**src/rdt_pkg.sv**
```systemverilog
// Shared types, codes and helpers of the triangle rasterizer with depth test.
package rdt_pkg;

  typedef enum logic [1:0] {
    OP_LOAD  = 2'd0,
    OP_START = 2'd1,
    OP_TICK  = 2'd2,
    OP_NONE  = 2'd3
  } op_t;

  typedef enum logic [1:0] {
    CFG_RED   = 2'd0,
    CFG_GREEN = 2'd1,
    CFG_BLUE  = 2'd2,
    CFG_ALPHA = 2'd3
  } cfg_idx_t;

  typedef enum logic [3:0] {
    ST_CLEAR,
    ST_IDLE,
    ST_MUL,
    ST_TEST,
    ST_NUM,
    ST_DSTART,
    ST_DIV,
    ST_CMP,
    ST_OUT
  } state_t;

  typedef struct packed {
    logic en;
    logic clear;
    logic sub;
  } mac_ctrl_t;

  localparam int VertexCount = 3;
  localparam int CoordW      = 12;
  localparam int DiffW       = 13;
  localparam int UW          = 28;
  localparam int AccW        = 40;
  localparam int DepthW      = 20;
  localparam int QW          = 20;
  localparam int DivW        = 47;
  localparam int DivisorW    = 27;
  localparam int ColorW      = 8;
  localparam int ShadeW      = 9;
  localparam int StepW       = 3;

  localparam logic [StepW-1:0] UX_READY = 3'd2;
  localparam logic [StepW-1:0] UY_READY = 3'd4;
  localparam logic [StepW-1:0] MUL_LAST = 3'd5;
  localparam logic [StepW-1:0] NUM_LAST = 3'd2;

  localparam logic signed [DepthW-1:0] DepthMin = {1'b1, {(DepthW-1){1'b0}}};
  localparam logic [ColorW-1:0] ColorMax = '1;

  // (c * s) >> 8, saturated to the color range
  function automatic logic [ColorW-1:0] scale_color(input logic [ColorW-1:0] c,
                                                    input logic [ShadeW-1:0] s);
    logic [ColorW+ShadeW-1:0] p;
    p = (ColorW+ShadeW)'(c) * (ColorW+ShadeW)'(s);
    return (p[ColorW+ShadeW-1] == 1'b1) ? ColorMax : p[2*ColorW-1:ColorW];
  endfunction

endpackage

```
**src/rdt_div.sv**
```systemverilog
// Iterative restoring divider, one quotient bit per cycle.
module rdt_div (
  input  logic                               clk,
  input  logic                               rst,
  input  logic                               start,
  input  logic [rdt_pkg::DivW-1:0]           dividend,
  input  logic [rdt_pkg::DivisorW-1:0]       divisor,
  output logic                               done,
  output logic [rdt_pkg::QW-1:0]             quotient
);
  import rdt_pkg::*;

  localparam int CntW = $clog2(QW);

  logic [DivW-1:0] rem;
  logic [DivW-1:0] dsh;
  logic [CntW-1:0] cnt;
  logic            running;
  logic            fits;

  assign fits = rem >= dsh;

  always_ff @(posedge clk) begin
    if (rst) begin
      running <= 1'b0;
      done    <= 1'b0;
    end else begin
      done <= running && (cnt == '0);
      if (start) begin
        running <= 1'b1;
      end else if (running && (cnt == '0)) begin
        running <= 1'b0;
      end
    end
  end

  always_ff @(posedge clk) begin
    if (start) begin
      rem <= dividend;
      dsh <= DivW'({divisor, {(QW-1){1'b0}}});
      cnt <= CntW'(QW-1);
    end else if (running) begin
      if (fits) begin
        rem <= rem - dsh;
      end
      quotient <= {quotient[QW-2:0], fits};
      dsh      <= dsh >> 1;
      cnt      <= cnt - 1'b1;
    end
  end
endmodule

```
**config.mk**
```make
export PLATFORM = sky130hd
export DESIGN_NAME = rdt_div
export DESIGN_NICKNAME = d
export VERILOG_FILES = /design/src/rdt_pkg.sv /design/src/rdt_div.sv
export SDC_FILE = /design/constraint.sdc
export NUM_CORES = 1
export LEC_CHECK = 0
export BUFFER_PORTS_ARGS = -buffer_cell sky130_fd_sc_hd__buf_4
export CORE_MARGIN = 2
export CORE_UTILIZATION = 60
export CTS_BUF_LIST = sky130_fd_sc_hd__clkbuf_8
export DETAILED_ROUTE_END_ITERATION = 10
export PLACE_DENSITY_LB_ADDON = 0.25
export SYNTH_ARGS = -nofsm -noshare
export SYNTH_HDL_FRONTEND = slang
export SYNTH_SLANG_ARGS = --single-unit
export TNS_END_PERCENT = 50
```
**constraint.sdc**
```tcl
create_clock -name clk -period 9 [get_ports clk]
set_clock_uncertainty 0.1 [all_clocks]
set_input_delay 1.8 -clock clk [delete_from_list [all_inputs] [get_ports clk]]
set_output_delay 1.8 -clock clk [all_outputs]
set_load 0.03 [all_outputs]
```
Word level (Yosys, flattened, before mapping). Index checks and enable logic that the tools add are counted.

Output and inout bits: 21. Input bits: 77. Bits in registers: 120.

Multiplexer cells: 7. Bitwise operators: 1. Add/subtract/negate cells: 2. Order comparisons: 1. Reductions and logical operators: 7.

Operators with widths (count): 47-bit two-way mux (3); 46-bit two-way mux (2); 47-bit by 46-bit >= comparator with 1-bit output (1); 47-bit by 46-bit subtractor with 47-bit output (1); 2-bit nonzero test (3); 5-bit logical NOT (1); 5-bit by 1-bit subtractor with 5-bit output (second input constant) (1); 2-bit AND reduction (2); 1-bit two-way mux (2); 1-bit logical AND (1); 1-bit NOT (1).

Logic depth before layout (Yosys ltp).
Depth in word-level cells: 4. Depth in mapped cells: 12. Gate-level depth less buffers: 12.

Least setup slack after synthesis. No wires, ideal clock.

Path kind: input -> register. Start point: in start. End point: reg rem[0], enable pin. Arrival: 3.374 ns. Path buffers: 2. Path slack: 5.123 ns. Cell stages on the path: 3. Cells stage by stage: clkbuf_1 clkbuf_1 a21o_1.

Word-level cells in the longest chain between the ends: 2. Elaborated cells on any way between the ends: 3. Those cells by class: 3 x reduce/logical.

Ends and longest elaborated chain: start: declaration (RTL line rdt_div.sv:5) `input logic start,`; 2-bit nonzero test (no line); 2-bit AND reduction (no line) *; end signal: assignment (RTL line rdt_div.sv:39) `rem <= dividend;`; end signal: assignment (RTL line rdt_div.sv:44) `rem <= rem - dsh;`; end: declaration (RTL line rdt_div.sv:15) `logic [DivW-1:0] rem;`.

Mark *: on every way between the ends. The rest lies on a longest branch, timed or not. A chain may end at the register's enable or synchronous reset.

Worst setup path after layout.
Start point: reg dsh[4]. End point: reg rem[27], enable pin.

Word-level cells in the longest chain between the ends: 3.

Ends and longest elaborated chain: start: declaration (RTL line rdt_div.sv:16) `logic [DivW-1:0] dsh;`; start signal: assignment (RTL line rdt_div.sv:40) `dsh <= DivW'({divisor, {(QW-1){1'b0}}});`; start signal: assignment (RTL line rdt_div.sv:47) `dsh <= dsh >> 1;`; 47-bit by 46-bit >= comparator with 1-bit output (RTL line rdt_div.sv:21) `assign fits = rem >= dsh;`; via fits (RTL line rdt_div.sv:19) `logic fits;`; 2-bit nonzero test (no line); 2-bit AND reduction (no line).

The timed path passes the listed nets, and every way through them passes these cells.

==> summary.md <==
| Metric | Value |
|---|---|
| Status | `complete, no violations` |
| WHS | `0.356 ns` |
| Die Width | `116 µm` |
| FP Rows | `40` |
| PD cells | `257 mW/mm²` |
| RSZ-0062 raised after global routing | `no` |
| Ant. Diodes | `0` |
| GRT overflow | `0` |
| Worst path cell trace | `inv_1, ha_1, nand2_1, a211o_1, a21oi_1, a211oi_2, a31oi_2, a31oi_1, o41ai_2, a21o_2` |
| Area grow syn2layout | `15.3%` |
| Hold Startpoint | `quotient[6]` |
| Synth area leader | `edfxtp_1` |
| First-pass GRT wire length | `28.2 mm` |
| Critical path arrival | `4.06 ns` |
| Initial antenna violation count | `0` |
| Initial Util | `62.1%` |
| Post-CTS Setup Bufs | `0` |
| Root buf cell | `clkbuf_8` |
| Avg Cell Area, Syn | `9.62 µm²` |
| Pre-CTS setup slack | `4.94 ns` |
| Routed WL | `17.2 mm` |
| RePlAce Congestion | `1.02` |
| Final worst setup slack | `4.89 ns` |
| Worst R2R Start | `dsh[4]` |
| Worst Path Class, Setup | `register to register` |
| Placed Instances | `1003` |
| DRC viols | `0` |
| Cells after synthesis | `782` |
| Commonest non-fill, non-tap cell in the layout | `buf_4` |
| CP max stage delay | `0.97 ns` |
| Post-route non-filler standard cell count | `1035` |
| Post-CTS Hold Fix Bufs | `0` |
| Post-synth cell types | `68` |
| ANT nets after route | `0` |
| Die height | `116 µm` |
| Longest Clk Path Bufs | `2` |
| Largest net degree at the start of global routing | `70` |
| Critical path destination | `rem[27]` |
| Worst Setup End Kind | `register` |
| Max-cap viol count | `0` |
| CP Launch Type | `register` |
| Via density | `6.01` |
| Routed len/inst | `16.6 µm` |
| Most frequent cells in the layout | `buf_4 (99), edfxtp_1 (94), nand2_1 (83), inv_1 (70), o21ai_0 (60)` |
| Post-synth top flop | `edfxtp_1` |
| Die area | `0.0135 mm²` |
| Tightest Pin Transition | `1.19 ns` |
| R2R setup slack | `4.89 ns` |
| Flops & latches, synth | `120` |
| Worst path required time | `8.95 ns` |
| Core ar. | `0.0121 mm²` |
| Layout cells sized above 1 | `17.3%` |
| Final hold violations | `0` |
| Mapped Area | `0.00752 mm²` |
| Clock-pin slew on the worst setup and hold paths | `0.07 ns` |
| R2R depth | `10` |
| CTS tree | `done` |
| Drt first pass iters | `5` |
| Crit. path cell count | `10` |
| Num CTS Buffers | `17` |
| Buf/Inv on CP | `1` |
| Register area share after synthesis | `44.4%` |
| Iter 0 DRT Violations | `512` |
| Post-layout min period | `4.11 ns` |
| H-tree depth | `4` |
| Cell family with most CP delay | `compound AO/OA/AOI/OAI gates` |
| Async SR Flop Fraction | `0%` |
| Worst path slowest cell | `a21o_2` |
| Post-CTS sizing | `0` |
| Endpoints failing setup | `0` |
| Final Max Slew Viols | `0` |
| Tot GR Track Use | `26.6%` |
| Period utilization | `45.6%` |
| Nets@finish | `979` |
| Clock Sinks | `120` |
| HP Class | `register to register` |
| Relative slew slack | `20.7%` |
| Worst VDD drop | `0.193 mV` |
| Post-Syn Nets | `907` |
| Number of global-route vias before repair | `6075` |
| Maximum clock rate | `243 MHz` |
| Post-synth top area share | `37.5%` |
| Sum of negative setup slack | `0 ns` |
| Top post-synthesis cells by area | `edfxtp_1 (38%), ha_1 (7.8%), dfxtp_1 (6.9%)` |
| Final HPWL from detailed placement | `12.4 mm` |
| Clock latency on the worst-skew pair | `0.45 ns` |
| Ports | `98` |
| Crit path from | `dsh[4]` |
| Synth Warn # | `0` |
| LEAKAGE | `0.00358 µW` |
| Post-synth EDFFs | `94` |
| Vias post-DR | `6217` |
| PortBufs | `97` |
| Largest fanout on the critical path | `47` |
| End of the worst register-to-register path | `rem[27]` |
-- Yosys cell counts, types with 3 or more instances --
library cell,instances
a211o_1,3
a211oi_1,3
a21o_1,23
a21oi_1,58
a22o_1,26
a311oi_1,4
a31oi_1,3
and2_1,3
and4_1,3
buf_1,7
buf_2,7
clkbuf_1,29
dfxtp_1,26
edfxtp_1,94
ha_1,47
inv_1,65
mux2_2,6
mux2i_1,20
nand2_1,83
nand2b_1,3
nand3_1,8
nand4_1,15
nor2_1,51
nor3_1,12
o211ai_1,4
o21a_1,3
o21ai_0,60
o21ai_1,3
o21bai_1,11
o31a_1,4
o31ai_1,5
or2_2,3
or3_1,5
xnor2_1,23
xor2_1,20
-- through the flow --
| step | total power, µW | util [%] | cell area, µm² |
|---|---|---|---|
| floorplan | 1510 | - | 7520 |
| global placement | 1710 | 68.5 | 8290 |
| detailed placement | 1740 | 68.5 | 8290 |
| CTS | 2210 | 71.6 | 8680 |
| global route | 2380 | 71.6 | 8680 |
| finish | 2230 | 71.6 | 8680 |
-- how the worst min path moves through the flow --
stage | end | slack (ns) | depth (start not counted)
final | quotient[7] | 0.36 | 0
after floorplan | done | 0.33 | 1
after global placement | quotient[3] | 0.33 | 0
after CTS | quotient[7] | 0.35 | 0
after detailed placement | quotient[7] | 0.34 | 0
after global routing | quotient[11] | 0.36 | 0
-- sequential cells by signal, summed over array words and instances, names as in the netlist --
| name | cells |
|---|---|
| running | 1 |
| cnt | 5 |
| rem | 47 |
| dsh | 46 |
| done | 1 |
| quotient | 20 |
-- per-layer routing --
metal | up-vias | GRT usage (%) | routed length [µm] | share of wire (%)
met1 | 2953 | 32.8 | 7230 | 42
met5 | - | 0 | 0 | 0
met4 | 0 | 10.2 | 388 | 2.3
met2 | 235 | 45.8 | 8510 | 50
li1 | 2987 | - | - | -
met3 | 42 | 6.01 | 1030 | 6.0
-- area by class of cell --
class                      count  area, µm²
clock buffer                  20        275
clock inverter                12        110
fill                         946       3430
inverter                      66        248
multi-input combinational    550       3750
sequential                   120       3340
tap                          168        210
timing repair buffer          99        743
-- kinds of logic (layout without fill, tap and decap cells) --
logic type / Yosys count / after routing / share of synthesized area, %
AOI/OAI and AO/OA: 235 / 235 / 21.1
and+or+nand+nor: 198 / 198 / 11.9
DFF: 120 / 120 / 44.4
buffers and inverters: 112 / 197 / 5.87
adders and majority gates: 48 / 48 / 8.08
xor gates and xnor gates: 43 / 43 / 5.01
muxes: 26 / 26 / 3.56
-- power by group --
group / switching (µW) / total (µW) / internal, µW
sequential: 32.7 / 746 / 713
clock: 211 / 473 / 262
combinational: 606 / 1010 / 404
No activity file was read; power rests on OpenSTA's default activity.
