[src/rdt_pkg.sv]
// Shared types, codes and helpers of the triangle rasterizer with depth test.
package rdt_pkg;

  typedef enum logic [1:0] {
    OP_LOAD  = 2'd0,
    OP_START = 2'd1,
    OP_TICK  = 2'd2,
    OP_NONE  = 2'd3
  } op_t;

  typedef enum logic [1:0] {
    CFG_RED   = 2'd0,
    CFG_GREEN = 2'd1,
    CFG_BLUE  = 2'd2,
    CFG_ALPHA = 2'd3
  } cfg_idx_t;

  typedef enum logic [3:0] {
    ST_CLEAR,
    ST_IDLE,
    ST_MUL,
    ST_TEST,
    ST_NUM,
    ST_DSTART,
    ST_DIV,
    ST_CMP,
    ST_OUT
  } state_t;

  typedef struct packed {
    logic en;
    logic clear;
    logic sub;
  } mac_ctrl_t;

  localparam int VertexCount = 3;
  localparam int CoordW      = 12;
  localparam int DiffW       = 13;
  localparam int UW          = 28;
  localparam int AccW        = 40;
  localparam int DepthW      = 20;
  localparam int QW          = 20;
  localparam int DivW        = 47;
  localparam int DivisorW    = 27;
  localparam int ColorW      = 8;
  localparam int ShadeW      = 9;
  localparam int StepW       = 3;

  localparam logic [StepW-1:0] UX_READY = 3'd2;
  localparam logic [StepW-1:0] UY_READY = 3'd4;
  localparam logic [StepW-1:0] MUL_LAST = 3'd5;
  localparam logic [StepW-1:0] NUM_LAST = 3'd2;

  localparam logic signed [DepthW-1:0] DepthMin = {1'b1, {(DepthW-1){1'b0}}};
  localparam logic [ColorW-1:0] ColorMax = '1;

  // (c * s) >> 8, saturated to the color range
  function automatic logic [ColorW-1:0] scale_color(input logic [ColorW-1:0] c,
                                                    input logic [ShadeW-1:0] s);
    logic [ColorW+ShadeW-1:0] p;
    p = (ColorW+ShadeW)'(c) * (ColorW+ShadeW)'(s);
    return (p[ColorW+ShadeW-1] == 1'b1) ? ColorMax : p[2*ColorW-1:ColorW];
  endfunction

endpackage

[src/rdt_mac.sv]
// Shared signed multiply-accumulate unit used for edge products and depth blending.
module rdt_mac (
  input  logic                           clk,
  input  rdt_pkg::mac_ctrl_t             ctrl,
  input  logic signed [rdt_pkg::UW-1:0]  a,
  input  logic signed [rdt_pkg::DiffW-1:0] b,
  output logic signed [rdt_pkg::AccW-1:0] acc
);
  import rdt_pkg::*;

  logic signed [UW+DiffW-1:0] prod;
  logic signed [AccW-1:0]     term;
  logic signed [AccW-1:0]     base;

  always_comb begin
    prod = a * b;
    term = prod[AccW-1:0];
    base = ctrl.clear ? '0 : acc;
  end

  always_ff @(posedge clk) begin
    if (ctrl.en) begin
      acc <= ctrl.sub ? base - term : base + term;
    end
  end
endmodule

[config.mk]
export PLATFORM = sky130hd
export DESIGN_NAME = rdt_mac
export DESIGN_NICKNAME = d
export VERILOG_FILES = /design/src/rdt_pkg.sv /design/src/rdt_mac.sv
export SDC_FILE = /design/constraint.sdc
export NUM_CORES = 1
export LEC_CHECK = 0
export ABC_AREA = 1
export BUFFER_PORTS_ARGS = -buffer_cell sky130_fd_sc_hd__buf_2
export CAP_MARGIN = 10
export CORE_AREA = 2 2 188 190
export CTS_CLUSTER_SIZE = 16
export DETAILED_ROUTE_END_ITERATION = 12
export DIE_AREA = 0 0 190 192
export PLACE_DENSITY_LB_ADDON = 0.1
export SLEW_MARGIN = 15
export SYNTH_ARGS = -nofsm -noshare
export SYNTH_HDL_FRONTEND = slang
export SYNTH_SLANG_ARGS = --single-unit
[constraint.sdc]
create_clock -name clk -period 8.15 [get_ports clk]
set_input_delay 0 -clock clk [delete_from_list [all_inputs] [get_ports clk]]
set_output_delay 0 -clock clk [all_outputs]
set_load 0.01 [all_outputs]
[Yosys cells after proc, flatten, opt, wreduce, memory -nomap -nowiden]
Cells that the tools add are included.
Word-level totals
  register bits: 40
  input port bits: 45
  output and inout bits: 40
  word-level logic and storage cells: 6
Cells by class
  $add $sub $neg: 2
  multipliers: 1
  multiplexer cells: 2
Operator list (number)
  $mux 40: 2
  $add 40x40->40: 1
  $mul 28x13->40: 1
  $sub 40x40->40: 1

[Logic depth before layout (Yosys ltp)]
Gate-level depths: netlist of run 1.
  depth after elaboration: 3
  mapped depth: 49
  mapped depth without buffers: 47

[Least setup slack after synthesis of run 1]
No wires, ideal clock.
  path kind: input-to-reg
  start: input port b[2] (netlist bit)
  end: register acc[39] (netlist bit) (data pin)
  setup time: 0.249 ns
  data arrival time: 6.776 ns
  data required time: 7.901 ns
  slack: 1.125 ns
  cell stages on the path: 43
  buffers on the path: 2
  cell sequence: clkbuf_1 > clkbuf_1 > nand2_1 > inv_1 > fa_1 > fa_1 > fa_1 > fa_1 > inv_1 > fa_1 > inv_1 > ha_1 > ha_1 > nand2_1 > nor2_1 > inv_1 > nor2_1 > and2_1 > [7 not listed] > nand2_1 > nand2_1 > nand2_1 > nand2_1 > ha_1 > nand2_1 > nor3_1 > nand2_1 > nor2_1 > nand3_1 > nand3_1 > inv_1 > nand2_1 > nand2_1 > inv_1 > nand3_1 > nand2_1 > inv_1
Between the ends
  word-level cells in the longest chain between the ends: 3
  elaborated cells between the ends (all ways): 4
  classes of those cells: 2 x add/sub; 1 x mul; 1 x mux
Ends and longest elaborated chain
  start, declared: RTL line rdt_mac.sv:6  | input logic signed [rdt_pkg::DiffW-1:0] b,
  $mul 28x13->40 (*): RTL line rdt_mac.sv:16  | prod = a * b;
  $add 40x40->40 / $sub 40x40->40 (equally long branches): RTL line rdt_mac.sv:23  | acc <= ctrl.sub ? base - term : base + term;
  $mux 40 (*): RTL line rdt_mac.sv:23
  end signal, assigned: RTL line rdt_mac.sv:23
  end, declared: RTL line rdt_mac.sv:7  | output logic signed [rdt_pkg::AccW-1:0] acc
Mark *: on every way between the ends. The rest lies on a longest branch, timed or not.
A chain may end at the register's enable or synchronous reset.

[Worst setup path in the final report of run 1]
  start: input port b[1] (netlist bit)
  end: register acc[38] (netlist bit) (data pin)
Same word-level chain as after synthesis.

==> results of run 1 <==
worst max-delay path: cells and delay by family:
kind | cells | cell delay [ns]
fa+ha+maj | 8 | 3.48
simple gates | 15 | 2.22
buf+inv | 11 | 1.15
xor+xnor | 2 | 0.49
compound gates | 2 | 0.41
metal layers:
layer | part of all wire | vias up | track usage
li1 | - | 7777 | -
met5 | 0 | - | 0
met2 | 0.47 | 474 | 0.4808
met4 | 0.014 | 0 | 0.04025
met1 | 0.47 | 7651 | 0.4007
met3 | 0.055 | 51 | 0.03289
metrics by stage:
stage	TNS [ns]	instances	cell area (um2)	util	setup WS [ns]
4_1_cts	0	3126	19460	0.5676	0.1229
2_1_floorplan	0	2628	18350	-	1.125
3_3_place_gp	-1.631	3119	19270	0.5620	-0.5306
6_report	0	3128	19530	0.5696	0.4112
3_5_place_dp	-1.014	3119	19270	0.5620	-0.3940
5_1_grt	0	3128	19530	0.5696	0.02348
cell families (layout without fill, tap and decap cells):
kind of cell               Yosys count  in the layout  synth area share
AOI/OAI and AO/OA                  139            139           0.04091
xor gates and xnor gates            81             81           0.03866
adders and majority gates          458            458            0.4448
buffers and inverters              733            778            0.1501
DFF                                 40             40           0.06545
and+or+nand+nor                   1177           1177            0.2600
layout make-up:
type / count / area, um2
fillers: 3388 / 14760
multi-input cells: 1855 / 14440
inverters: 658 / 2470
clock inverters: 2 / 60.06
clock buffers: 5 / 125.1
flip-flops and latches: 40 / 1201
well taps: 455 / 569.3
repair buffers: 113 / 670.6
cell usage in the layout, fill, tap and decap left out, types with 37 or more instances in the layout:
master / count
o21ai_0: 37
ha_1: 134
nor2_1: 184
nand3_1: 72
inv_1: 657
buf_2: 76
nand2_1: 823
a21oi_1: 73
fa_1: 322
edfxtp_1: 40
xor2_1: 45
how the worst max path moves through the flow:
| stage | startpoint | to | slack (ns) | cells after the start |
|---|---|---|---|---|
| floorplan | b[2] | acc[39]$_DFFE_PP_ | 1.12 | 43 |
| global placement | b[5] | acc[35]$_DFFE_PP_ | -0.53 | 33 |
| detailed placement | b[5] | acc[35]$_DFFE_PP_ | -0.39 | 32 |
| CTS | b[1] | acc[39]$_DFFE_PP_ | 0.12 | 42 |
| global route | b[5] | acc[39]$_DFFE_PP_ | 0.02 | 45 |
| finish | b[1] | acc[38]$_DFFE_PP_ | 0.41 | 38 |
repair_timing:
action                                  in CTS  in global routing
endpoints found under the setup margin       1                  4
pin swaps                                    0                  1
buffers inserted                             0                  2
resized for setup                            1                 16
==> reports/metrics.yaml, run 1 <==
run_status:
  status: "finished clean"
grt:
  antenna_found_initial: 0
  grt_max_degree: 41
  grt.total_usage: 0.2836
  globalRouteOverflowTotal: 0
  grt_pass1_vias: 16390
  grt_pass1_wl_um: 82460
sta:
  setup_viol: 0
  finClkSkew_ns: 0.004091
  whs_ns: 0.4287
  slew_headroom: 0.3400
  rsz0062_at_grt: "false"
  tightest_slew_ns: 0.9900
  slew_violations: 0
  fin_crit_sh: 0.9495
  hold_viol: 0
  max_freq_ghz: 0.1292
  fin_crit_ns: 7.739
yosys:
  synth_seq_cells: 40
  synthTopCellsByArea: "fa_1 35%, nand2_1 17%, inv_1 13%"
  synth-seq-area-share: 0.06545
  syn_inst: 2628
  yosysTopAreaCell: "fa_1"
  ys.warnings.count: 0
  synth_edf_count: 40
  synth_most_common_cell: "nand2_1"
  synth_top_area_share: 0.3534
  synth_area_um2: 18350
  synth_nets: 3131
  synth.distinct_cells: 38
  dominantRegCellSynth: "edfxtp_1"
  synth_common_cells: "823 x nand2_1, 657 x inv_1, 324 x fa_1"
  avgSynthCellArea_um2: 6.983
  synthArstFlopShare: 0
floorplan:
  core_area_um2: 34290
  die-area_um2: 36480
  ios: 85
  initial_utilization: 0.5352
  die_y_um: 192
  fp-row-count: 68
  die_w_um: 190
worst_setup_path:
  r2r_slack_ns: 4.89
  path_class: "in -> reg"
  arrival_ns: 7.79
  path_max_fanout: 28
  reg2reg_to: "acc[32]$_DFFE_PP_"
  cp_slowest_cell: "nor3_1"
  max_stage_delay_ns: 0.63
  crit_top_cell: "inv_1"
  required_ns: 8.20
  ff2ff_path_depth: 13
  critPathLaunchType: "input pin"
  reg2reg_from: "acc[0]$_DFFE_PP_"
  endpoint_kind: "flop"
clocking:
  cts_tree: "built"
  clk_pin_slew_worst_paths_ns: 0.06
  cts_root_buf: "clkbuf_16"
  cts.htree.levels: 2
  cts_sinks: 40
  cts_inserted_buffers: 5
  holdBufCountCts: 0
  clock_path_buffers: 2
  worstSkewPairLatency_ns: 0.29
routing:
  drc_errors: 0
  wirelength_um: 48850
  ant_nets: 0
  dr.pass1.iters: 5
  vias_per_cell: 5.100
  wl_per_cell_um: 15.62
  vias: 15950
  dr.first_iter.drc_count: 1023
job:
  maxCapViolCount: 0
layout:
  antenna_cells: 0
  drive_gt1_frac: 0.06135
  syn_to_final_growth_pct: 6.429
  largest_reg_flops: 40
  nNetsFinal: 3176
  reg.largest.list: "acc: 40 flops"
  top_register: "acc"
min_path:
  hold_start: "ctrl[2]"
  worstHoldPathCells: 1
  hold_path_class: "in -> reg"
  min_to: "acc[6]$_DFFE_PP_"
place:
  hpwl_um: 41790
  numPortBuffers: 84
  gp_congestion: 0.9034
Power of run 1 is not shown: default switching activity piles up to over one toggle a cycle in this logic, so the estimate is an artifact.
==> run 2: changes to the inputs <==
Clock period 8.15 ns to 7.05 ns, I/O delays scaled along.
==> run 2 against run 1 <==
Compared with the run above: the flow now finishes with violations (negative setup slack); non-clock buffer count rose by 389; final area rose by 24%; sequential cell count did not move; largest cell class unchanged; core utilization rose by 14 points; register-to-register slack got worse by 0.77 ns; critical path type unchanged; worst hold slack got worse by 0.0036 ns.
==> reports/metrics.yaml, run 2 (synthesis gave the netlist of run 1 again) <==
grt:
  grt_pass1_vias: 18230  # was 16390
  globalRouteOverflowTotal: 0  # unchanged
  antenna_found_initial: 0  # unchanged
  grt_max_degree: 41  # unchanged
  grt.total_usage: 0.3006  # was 0.2836
  grt_pass1_wl_um: 87730  # was 82460 um
layout:
  multi_input_area_um2: 15910  # was 14440 um2
  area.sequential_um2: 1201  # unchanged
  n_fill_cell: 2838  # was 3388
  largest_reg_flops: 40  # unchanged
  nNetsFinal: 3565  # was 3176
  top_register: "acc"  # unchanged
  final_util: 0.7064  # was 0.5696
  reg.largest.list: "acc: 40 flops"  # unchanged
  drive_gt1_frac: 0.2664  # was 0.06135
  final_cell_mix: "740 x nand2_1, 640 x inv_1, 398 x buf_4"  # was 823 x nand2_1, 657 x inv_1, 322 x fa_1
  syn_to_final_growth_pct: 31.98  # was 6.429%
  layout_commonest_cell: "nand2_1"  # unchanged
worst_setup_path:
  path_max_fanout: 4  # was 28
  max_stage_delay_ns: 0.54  # was 0.63 ns
  critPathLaunchType: "input pin"  # unchanged
  r2r_slack_ns: 4.12  # was 4.89 ns
  endpoint_kind: "flop"  # unchanged
  path_class: "in -> reg"  # unchanged
  crit_top_cell: "nand2_1"  # was inv_1
  required_ns: 7.09  # was 8.20 ns
  arrival_ns: 7.14  # was 7.79 ns
  cp_slowest_cell: "fa_1"  # was nor3_1
place:
  gp_congestion: 0.9501  # was 0.9034
  hpwl_um: 44560  # was 41790 um
  numPortBuffers: 84  # unchanged
clocking:
  cts.htree.levels: 2  # unchanged
  holdBufCountCts: 0  # unchanged
  cts_sinks: 40  # unchanged
  cts_root_buf: "clkbuf_16"  # unchanged
  clock_path_buffers: 2  # unchanged
  worstSkewPairLatency_ns: 0.30  # was 0.29 ns
  cts_tree: "built"  # unchanged
  cts_inserted_buffers: 5  # unchanged
  clk_pin_slew_worst_paths_ns: 0.07  # was 0.06 ns
routing:
  ant_nets: 0  # unchanged
  wl_met2_um: 27020  # was 22720 um
  drc_errors: 0  # unchanged
  wirelength_um: 55540  # was 48850 um
  dr.first_iter.drc_count: 1082  # was 1023
  route.met3.wl_um: 3774  # was 2669 um
  dr.pass1.iters: 8  # was 5
  vias_per_cell: 5.071  # was 5.100
  vias: 17850  # was 15950
  wl_per_cell_um: 15.77  # was 15.62 um
  top_layer: "met4"  # unchanged
  met1_length_um: 23470  # was 22760 um
sta:
  tightest_slew_ns: 1.014  # was 0.9900 ns
  max_freq_ghz: 0.1407
  hold_viol: 0  # unchanged
  rsz0062_at_grt: "true"  # was false
  finClkSkew_ns: 0.008474  # was 0.004091 ns
  slew_headroom: 0.3235  # was 0.3400
  fin_crit_sh: 1.008
  fin_crit_ns: 7.107
  setup_viol: 2  # was 0
  whs_ns: 0.4251  # was 0.4287 ns
  fin_ws_ns: -0.05680  # was 0.4112 ns
  slew_violations: 0  # unchanged
floorplan:
  core_area_um2: 34290  # unchanged
  fp-row-count: 68  # unchanged
  ios: 85  # unchanged
  die_w_um: 190  # unchanged
  initial_utilization: 0.5352  # unchanged
  die-area_um2: 36480  # unchanged
  die_y_um: 192  # unchanged
job:
  maxCapViolCount: 0  # unchanged
run_status:
  status: "finished, violations left"  # was finished clean
  violations: "negative setup slack"
min_path:
  hold_path_class: "in -> reg"  # unchanged
## run 2: cell types whose count changed in the layout (fill, tap and decap cells not counted), moves of 18 or more
cell / change
a21oi_1: -25
a21oi_2: +23
buf_4: +370
ha_1: -44
ha_4: +43
inv_2: +18
nand2_1: -83
nand2_2: +65
nand2_4: +18
nor2_1: -51
nor2_2: +27
nor2_4: +24
## run 2: path summary, 6_finish.rpt
check,from,to,cells after the start
max,b[12],acc[36]$_DFFE_PP_,40
min,ctrl[2],acc[3]$_DFFE_PP_,1
max reg2reg,acc[0]$_DFFE_PP_,acc[32]$_DFFE_PP_,13
min reg2reg,acc[0]$_DFFE_PP_,acc[0]$_DFFE_PP_,3
## run 2: layer usage
layer / GRT usage / vias up
li1: - / 8571
met1: 0.3942 / 8600
met2: 0.5264 / 571
met3: 0.04915 / 112
met4: 0.06052 / 0
met5: 0 / -
## run 2: cell type report
type / count / area share
Multi-Input combinational cell: 1855 / 0.6567
Timing Repair Buffer: 502 / 0.1611
Inverter: 658 / 0.1020
Sequential cell: 40 / 0.04959
Tap cell: 455 / 0.02351
Clock buffer: 6 / 0.005321
Clock inverter: 2 / 0.001447
Antenna cell: 3 / 0.0003100
## run 2: worst max-delay path, delay by kind of cell
family,cells,cell delay (ns)
AOI/OAI and AO/OA,2,0.32
xor gates and xnor gates,2,0.26
adders and majority gates,8,3.56
buffers and inverters,10,0.95
and+or+nand+nor,18,2.03
## run 2: repair_timing
item | CTS | global route
pin swaps | 10 | 86
gates cloned | 2 | 2
resized for setup | 92 | 306
setup buffers | 4 | 26
setup endpoints to repair | 18 | 20
## run 2: stage by stage
step / instance area (um2) / setup TNS [ns] / setup WS, ns / instances
floorplan: 18350 / 0 / 0.02462 / 2628
global placement: 22030 / -8.566 / -0.7239 / 3477
detailed placement: 22030 / -10.89 / -0.8169 / 3477
CTS: 22720 / 0 / 0.003308 / 3491
global route: 24210 / -2.257 / -0.4415 / 3518
finish: 24220 / -0.07411 / -0.05680 / 3521
Power of run 2 is left out for the same reason.
